===== config.mk =====
export PLATFORM = sky130hd
export DESIGN_NAME = rpn_divider
export DESIGN_NICKNAME = d
export VERILOG_FILES = /design/src/hdl/rpn_stack_calculator_unit_macros.svh /design/src/hdl/rpn_pkg.sv /design/src/hdl/rpn_divider.sv
export SDC_FILE = /design/constraint.sdc
export NUM_CORES = 1
export LEC_CHECK = 0
export ABC_AREA = 0
export BUFFER_PORTS_ARGS = -buffer_cell sky130_fd_sc_hd__clkbuf_2
export CAP_MARGIN = 5
export CORE_ASPECT_RATIO = 2
export CORE_MARGIN = 2
export CORE_UTILIZATION = 30
export CTS_CLUSTER_DIAMETER = 100
export DETAILED_ROUTE_END_ITERATION = 6
export PLACE_DENSITY = 0.59
export SYNTH_ARGS = -nofsm -noshare
export SYNTH_HDL_FRONTEND = slang
export SYNTH_SLANG_ARGS = --single-unit

===== constraint.sdc =====
create_clock -name clk -period 4 [get_ports clk]
set_input_delay 0.4 -clock clk [delete_from_list [all_inputs] [get_ports clk]]
set_output_delay 0.4 -clock clk [all_outputs]
set_load 0.01 [all_outputs]

===== src/hdl/rpn_stack_calculator_unit_macros.svh =====
// Assertion macros for the RPN stack calculator unit.
// Included by the top level; depends on nothing else.
`ifndef RPN_STACK_CALCULATOR_UNIT_MACROS_SVH
`define RPN_STACK_CALCULATOR_UNIT_MACROS_SVH
`define RPN_ASSERT_IMPL(lbl, ante, cons, msg) \
  lbl: assert property (@(posedge clk) disable iff (!rst_n) (ante) |-> (cons)) \
    else $error(msg);
`define RPN_ASSERT_NEXT(lbl, ante, cons, msg) \
  lbl: assert property (@(posedge clk) disable iff (!rst_n) (ante) |=> (cons)) \
    else $error(msg);
`endif


===== src/hdl/rpn_pkg.sv =====
// Package for the RPN stack calculator: modes, sequencer states, divider control types and constants.
// Used by every module of the block.
`default_nettype none
package rpn_pkg;
  localparam int STACK_DEPTH = 128;
  localparam int SP_W = $clog2(STACK_DEPTH + 1);
  localparam int ADDR_W = $clog2(STACK_DEPTH);
  localparam logic signed [31:0] Q_MAX = 32'sh7FFF_FFFF;
  localparam logic signed [31:0] Q_MIN = 32'sh8000_0000;

  typedef enum logic [2:0] {
    MODE_PUSH  = 3'd0,
    MODE_ADD   = 3'd1,
    MODE_SUB   = 3'd2,
    MODE_MUL   = 3'd3,
    MODE_DIV   = 3'd4,
    MODE_MOD   = 3'd5,
    MODE_PRINT = 3'd6,
    MODE_UNK   = 3'd7
  } mode_t;

  typedef enum logic [3:0] {
    ST_IDLE, ST_POP1, ST_WAIT1, ST_POP2, ST_WAIT2, ST_EXEC, ST_DIVRUN, ST_FINISH, ST_OUT
  } state_t;

  typedef struct packed {
    logic start;
    logic is_mod;
  } div_ctl_t;

  typedef struct packed {
    logic busy;
    logic done;
  } div_sts_t;
endpackage
`default_nettype wire


===== src/hdl/rpn_divider.sv =====
// Iterative restoring divider, one quotient bit per cycle, 64-bit dividend.
// Depends on rpn_pkg.
`default_nettype none
module rpn_divider (
  input  wire logic              clk,
  input  wire logic              rst_n,
  input  wire rpn_pkg::div_ctl_t ctl,
  input  wire logic [63:0]       dividend_mag,
  input  wire logic [31:0]       divisor_mag,
  output rpn_pkg::div_sts_t      sts,
  output logic [63:0]            quotient,
  output logic [31:0]            remainder
);
  import rpn_pkg::*;

  logic [63:0] q_r, q_nxt;
  logic [32:0] rem_r, rem_nxt;
  logic [31:0] d_r;
  logic [6:0]  cnt_r, cnt_nxt;
  logic        busy_r, busy_nxt, done_r, done_nxt;
  logic [32:0] shifted, diff;

  always_comb begin
    shifted = {rem_r[31:0], q_r[63]};
    diff = shifted - {1'b0, d_r};
    q_nxt = q_r;
    rem_nxt = rem_r;
    cnt_nxt = cnt_r;
    busy_nxt = busy_r;
    done_nxt = 1'b0;
    if (ctl.start) begin
      q_nxt = dividend_mag;
      rem_nxt = '0;
      cnt_nxt = ctl.is_mod ? 7'd32 : 7'd64;
      busy_nxt = 1'b1;
      if (ctl.is_mod) q_nxt = {dividend_mag[31:0], 32'd0};
    end else if (busy_r) begin
      if (!diff[32]) begin
        rem_nxt = diff;
        q_nxt = {q_r[62:0], 1'b1};
      end else begin
        rem_nxt = shifted;
        q_nxt = {q_r[62:0], 1'b0};
      end
      cnt_nxt = cnt_r - 7'd1;
      if (cnt_r == 7'd1) begin
        busy_nxt = 1'b0;
        done_nxt = 1'b1;
      end
    end
  end

  always_ff @(posedge clk) begin
    if (!rst_n) begin
      busy_r <= 1'b0;
      done_r <= 1'b0;
      cnt_r <= '0;
    end else begin
      busy_r <= busy_nxt;
      done_r <= done_nxt;
      cnt_r <= cnt_nxt;
    end
    q_r <= q_nxt;
    rem_r <= rem_nxt;
    if (ctl.start) d_r <= divisor_mag;
  end

  assign sts.busy = busy_r;
  assign sts.done = done_r;
  assign quotient = q_r;
  assign remainder = rem_r[31:0];
endmodule
`default_nettype wire


==> flow_summary.toml, run 1 <==
[finish]
fin_area_mm2 = 0.00962
drive_above_1_share = 0.252
antenna_cells = 0
layout_common_cells = "196 x clkbuf_2, 106 x nand2_1, 96 x edfxtp_1"
final_common_cell = "clkbuf_2"
layout.nets = 1128
syn_to_final_growth_pct = 25.1

[grt]
gr-usage-all-layers = 0.170
grt_max_degree = 131
grt-ovfl-total = 0
grt_pass1_vias = 6602
grt_first_pass_wirelength_um = 34400
antenna_found_initial = 0

[power_and_ir_drop]
powerDensity_mw_per_mm2 = 460
p_leak_nw = 4.28
power_mw = 4.42
peakVddDrop_mv = 0.285

[yosys]
synth_area_leaders = "edfxtp_1 38%, dfxtp_1 11%, ha_1 5.5%"
synth_edf_count = 96
synth.distinct_cells = 60
yosysWarnings = 0
syn_area_per_cell_um2 = 9.51
syn_area_mm2 = 0.00769
ys_seq_area_frac = 0.482
synth_cells = 808
synth.ff_latch_count = 137
syn_nets = 943
synthArstFlopShare = 0
synth_top_area_frac = 0.375
synthFlopType = "edfxtp_1"
yosysTopAreaCell = "edfxtp_1"

[floorplanning]
dieWidth_um = 117
die_area_mm2 = 0.0270
ioPinCount = 198
die_y_um = 230
rows = 82
start_util = 0.306
coreArea_mm2 = 0.0251

[timing]
setup_tns_ns = 0
setup_viol = 0
report.final.slew_viol_count = 0
max_freq_ghz = 0.275
tightestPinTransition_ns = 0.774
min_period_over_period = 0.911
rsz0062_at_grt = "no"
slew_headroom = 0.484
clock_skew_ns = 0.00890
finalHoldViolCount = 0
period_needed_ns = 3.64

[drt]
drt_iter0_markers = 276
ant_nets = 0
first_pass_iters = 7
wl_per_cell_um = 16.6
wirelength_um = 22200
vias = 6510
via_per_inst = 4.85
drc = 3

[clocking]
post-cts-setup-buffers = 0
cts_max_level = 4
cts_buffers = 17
ctsResizeCount = 0
tritoncts = "built"
path_clk_slew_ns = 0.06
clock_latency_ns = 0.44
hold_buffers = 0
root_buffer = "clkbuf_16"
cts-root-to-sink-buffers = 2
cts_sinks = 137

[min_path]
holdCritStartpoint = "divisor_mag[31]"
min_path_type = "primary input to flop"

[place]
port_buffers = 197
placed_area_mm2 = 0.00901
dpl.hpwl_um = 16800
gp_congestion = 0.880

[critical_path]
cp-end-kind = "flop"
r2r_start = "quotient[63]"
critPathLaunch = "quotient[63]"
arrival_ns = 3.97
cp-start-kind = "flop"
crit_fanout = 23
criticalPathCategory = "flop to flop"
cp_data_required_time_ns = 4.33

[run_status]
violations = "DRC"
outcome = "finished, violations left"

[job]
cap_violations = 0
[worst max-delay path, stage by stage, from the launching register on]
cell and delay (ns):
edfxtp_1 0.38, inv_1 0.06, ha_1 0.22, fa_1 0.44, nor2b_4 0.14, o2111ai_1 0.15
a31oi_2 0.26, a211oi_4 0.13, o41ai_4 0.39, a311oi_4 0.26, xnor2_2 0.36, buf_4 0.36
nand2_1 0.09, a311oi_1 0.30
[report_power, final]
group	internal, mW	total, mW	switching (mW)
Combinational	0.412	1.02	0.610
Clock	0.979	1.62	0.643
Sequential	1.68	1.78	0.102
[metal layers]
| metal | wire (µm) | GRT usage |
|---|---|---|
| met4 | 711 | 0.0717 |
| met5 | 0 | 0 |
| met1 | 7510 | 0.161 |
| met2 | 12800 | 0.323 |
| met3 | 1220 | 0.0515 |
[final timing paths]
check              end  slack [ns]  cells after the start
min            d_r[31]        0.14                      1
min reg2reg   cnt_r[1]        0.51                      2
max reg2reg  rem_r[21]        0.36                     13
max          rem_r[21]        0.36                     13
[per-stage QoR]
| step | cells | setup WS [ns] | hold slack (ns) | util |
|---|---|---|---|---|
| after detailed placement | 1310 | 0.262 | 0.490 | 0.358 |
| after global routing | 1342 | 0.00783 | 0.107 | 0.383 |
| final | 1342 | 0.358 | 0.137 | 0.383 |
| after global placement | 1310 | 0.320 | 0.484 | 0.358 |
| after CTS | 1342 | 0.234 | 0.108 | 0.382 |
| after floorplan | 808 | 0.803 | 0.469 | - |
[kinds of logic after synthesis]
family	count (synthesis)	synth area share
compound gates	197	0.171
xor+xnor	35	0.0418
fa+ha+maj	35	0.0579
buf+inv	121	0.0643
flops	137	0.482
mux	36	0.0469
simple gates	247	0.136
[synth_stat cells (10+ instances only)]
master,n
nand3_1,11
a311oi_1,24
nor3_1,13
nand2_1,106
ha_1,34
xnor2_1,23
edfxtp_1,96
dfxtp_1,41
nor2_1,89
mux2i_1,36
a21oi_1,64
xor2_1,10
a21o_1,12
inv_1,78
clkbuf_1,30
o21ai_0,51
[area by class of cell]
cell class                      count  area, µm²
Clock inverter                     15        173
Sequential cell                   137       3700
Multi-Input combinational cell    550       3500
Fill cell                        2597      15500
Clock buffer                       17        425
Inverter                           79        297
Timing Repair Buffer              208       1100
Tap cell                          336        420
[registers in the layout, summed over array words and instances (netlist names)]
| name | cells |
|---|---|
| d_r | 32 |
| busy_r | 1 |
| quotient | 64 |
| rem_r | 32 |
| cnt_r | 7 |
| done_r | 1 |
(Power assumes the default switching activity.)
==> run 2: changes to the inputs <==
--- a/config.mk
+++ b/config.mk
@@ -5,7 +5,7 @@
 export SDC_FILE = /design/constraint.sdc
 export NUM_CORES = 1
 export LEC_CHECK = 0
-export ABC_AREA = 0
+export ABC_AREA = 1
 export BUFFER_PORTS_ARGS = -buffer_cell sky130_fd_sc_hd__clkbuf_2
 export CAP_MARGIN = 5
 export CORE_ASPECT_RATIO = 2
==> flow_summary.toml, run 2 <==
[power_and_ir_drop]
peakVddDrop_mv = 0.288
powerDensity_mw_per_mm2 = 364
power_mw = 3.82
p_leak_nw = 5.71

[job]
cap_violations = 0

[critical_path]
critPathMaxStageDelay_ns = 0.40
slowest_stage = "fa_1"
criticalPathCategory = "flop to flop"
regToRegSetupSlack_ns = 1.35
crit_fanout = 33
arrival_ns = 2.81
cp_cell_sequence = "inv_1 > ha_1 > fa_1 > inv_1 > nand2_1 > nand2_1 > nand3_1 > nand2_1 > nand2_1 > nand2_2 > nand2_2 > nand2_2 > nand2_2 > nand2_4 > o22ai_1"
cp_data_required_time_ns = 4.16
cp-start-kind = "flop"
cp-end-kind = "flop"

[drt]
wirelength_um = 27200
via_per_inst = 4.57
drt_iter0_markers = 307
first_pass_iters = 5
vias = 8005
wl_per_cell_um = 15.5
drc = 0
ant_nets = 0

[clocking]
hold_buffers = 0
clock_latency_ns = 0.44
cts_sinks = 137
post-cts-setup-buffers = 0
cts-root-to-sink-buffers = 2
ctsResizeCount = 0
cts_max_level = 4
path_clk_slew_ns = 0.06
tritoncts = "built"
root_buffer = "clkbuf_16"
cts_buffers = 17

[finish]
largest_reg_flops = 64
drive_above_1_share = 0.182
antenna_cells = 0
syn_to_final_growth_pct = 22.4
regArea_mm2 = 0.00370
layout.nets = 1517
multi_input_area_mm2 = 0.00367
fillCellCount = 3014
final_common_cell = "nand2_1"
layout_common_cells = "437 x nand2_1, 274 x inv_1, 197 x clkbuf_2"

[timing]
period_needed_ns = 2.65
setup_tns_ns = 0
finalHoldViolCount = 0
setup_viol = 0
rsz0062_at_grt = "no"
max_freq_ghz = 0.377
min_period_over_period = 0.662
clock_skew_ns = 0.00963
tightestPinTransition_ns = 0.967
holdWs_ns = 0.136
report.final.slew_viol_count = 0
slew_headroom = 0.354

[grt]
grt_max_degree = 66
use_met1 = 0.166
use_met2 = 0.357
antenna_found_initial = 0
grt-ovfl-total = 0
grt_pass1_vias = 8027
grt_first_pass_wirelength_um = 41700
met3_usage = 0.0472
gr-usage-all-layers = 0.186
grt.busiest_layer = "met2"

[yosys]
synth_edf_count = 96
syn_area_mm2 = 0.00857
synth.distinct_cells = 41
yosysWarnings = 0
synthArstFlopShare = 0
synthFlopType = "edfxtp_1"
synth.ff_latch_count = 137
synth_commonest_cells = "437 x nand2_1, 276 x inv_1, 96 x edfxtp_1"
synth_cells = 1190
syn_area_per_cell_um2 = 7.21
yosysTopAreaCell = "edfxtp_1"
synth_top_area_frac = 0.336
syn_nets = 1325
synth_area_leaders = "edfxtp_1 34%, nand2_1 19%, inv_1 12%"
ys_seq_area_frac = 0.432
yosysMostFrequentCell = "nand2_1"

[floorplanning]
start_util = 0.304
ioPinCount = 198
coreArea_mm2 = 0.0282
die_y_um = 243
rows = 87
dieWidth_um = 124
die_area_mm2 = 0.0300

[min_path]
min_path_type = "primary input to flop"

[place]
port_buffers = 197
dpl.hpwl_um = 21200
gp_congestion = 0.942

[run_status]
outcome = "finished, final reports clean"
-- run 2: final cells by class --
type	instances	area share
clock buffers	24	0.0459
clock inverters	8	0.00918
inverters	280	0.100
multi-input cells	742	0.349
flip-flops and latches	137	0.353
well taps	356	0.0424
repair buffers	204	0.100
-- run 2: path summary, 6_finish.rpt --
check | startpoint | cells past startpoint | end
hold reg to reg | rem_r[10] | 2 | rem_r[10]
hold / removal | divisor_mag[5] | 1 | d_r[5]
setup reg to reg | quotient[63] | 15 | quotient[0]
setup / recovery | quotient[63] | 15 | quotient[0]
-- run 2: per-stage QoR --
step | cells | cell area (µm²) | utilization | worst slack, ns
floorplan | 1190 | 8570 | - | 1.52
global placement | 1719 | 9920 | 0.352 | 1.42
detailed placement | 1719 | 9920 | 0.352 | 1.35
CTS | 1751 | 10500 | 0.372 | 1.33
global route | 1751 | 10500 | 0.372 | 1.06
finish | 1751 | 10500 | 0.372 | 1.35
-- run 2: cells by family after synthesis --
logic type               Yosys count  share of synthesized area
AO/OA/AOI/OAI                     99                     0.0746
buffers and inverters            311                      0.141
adder cells (fa/ha/maj)           35                     0.0519
XOR/XNOR                          17                     0.0174
flip-flops                       137                      0.432
AND/OR/NAND/NOR                  591                      0.283
-- run 2: worst max-delay path, delay by kind of cell (launching register included) --
kind / cells / cell delay (ns)
compound gates: 1 / 0.12
flops: 1 / 0.34
simple gates: 10 / 1.13
buf+inv: 2 / 0.17
fa+ha+maj: 2 / 0.61
-- run 2: per-layer routing --
metal	up-vias	routed length (µm)
met2	242	15200
li1	4068	-
met4	0	1530
met5	-	0
met3	66	1510
met1	3629	8960
-- run 2: power breakdown --
part / leakage (nW) / total [mW] / internal, mW / switching [mW]
Sequential: 1.31 / 1.71 / 1.65 / 0.0632
Clock: 0.274 / 1.59 / 0.963 / 0.629
Combinational: 4.13 / 0.517 / 0.191 / 0.326
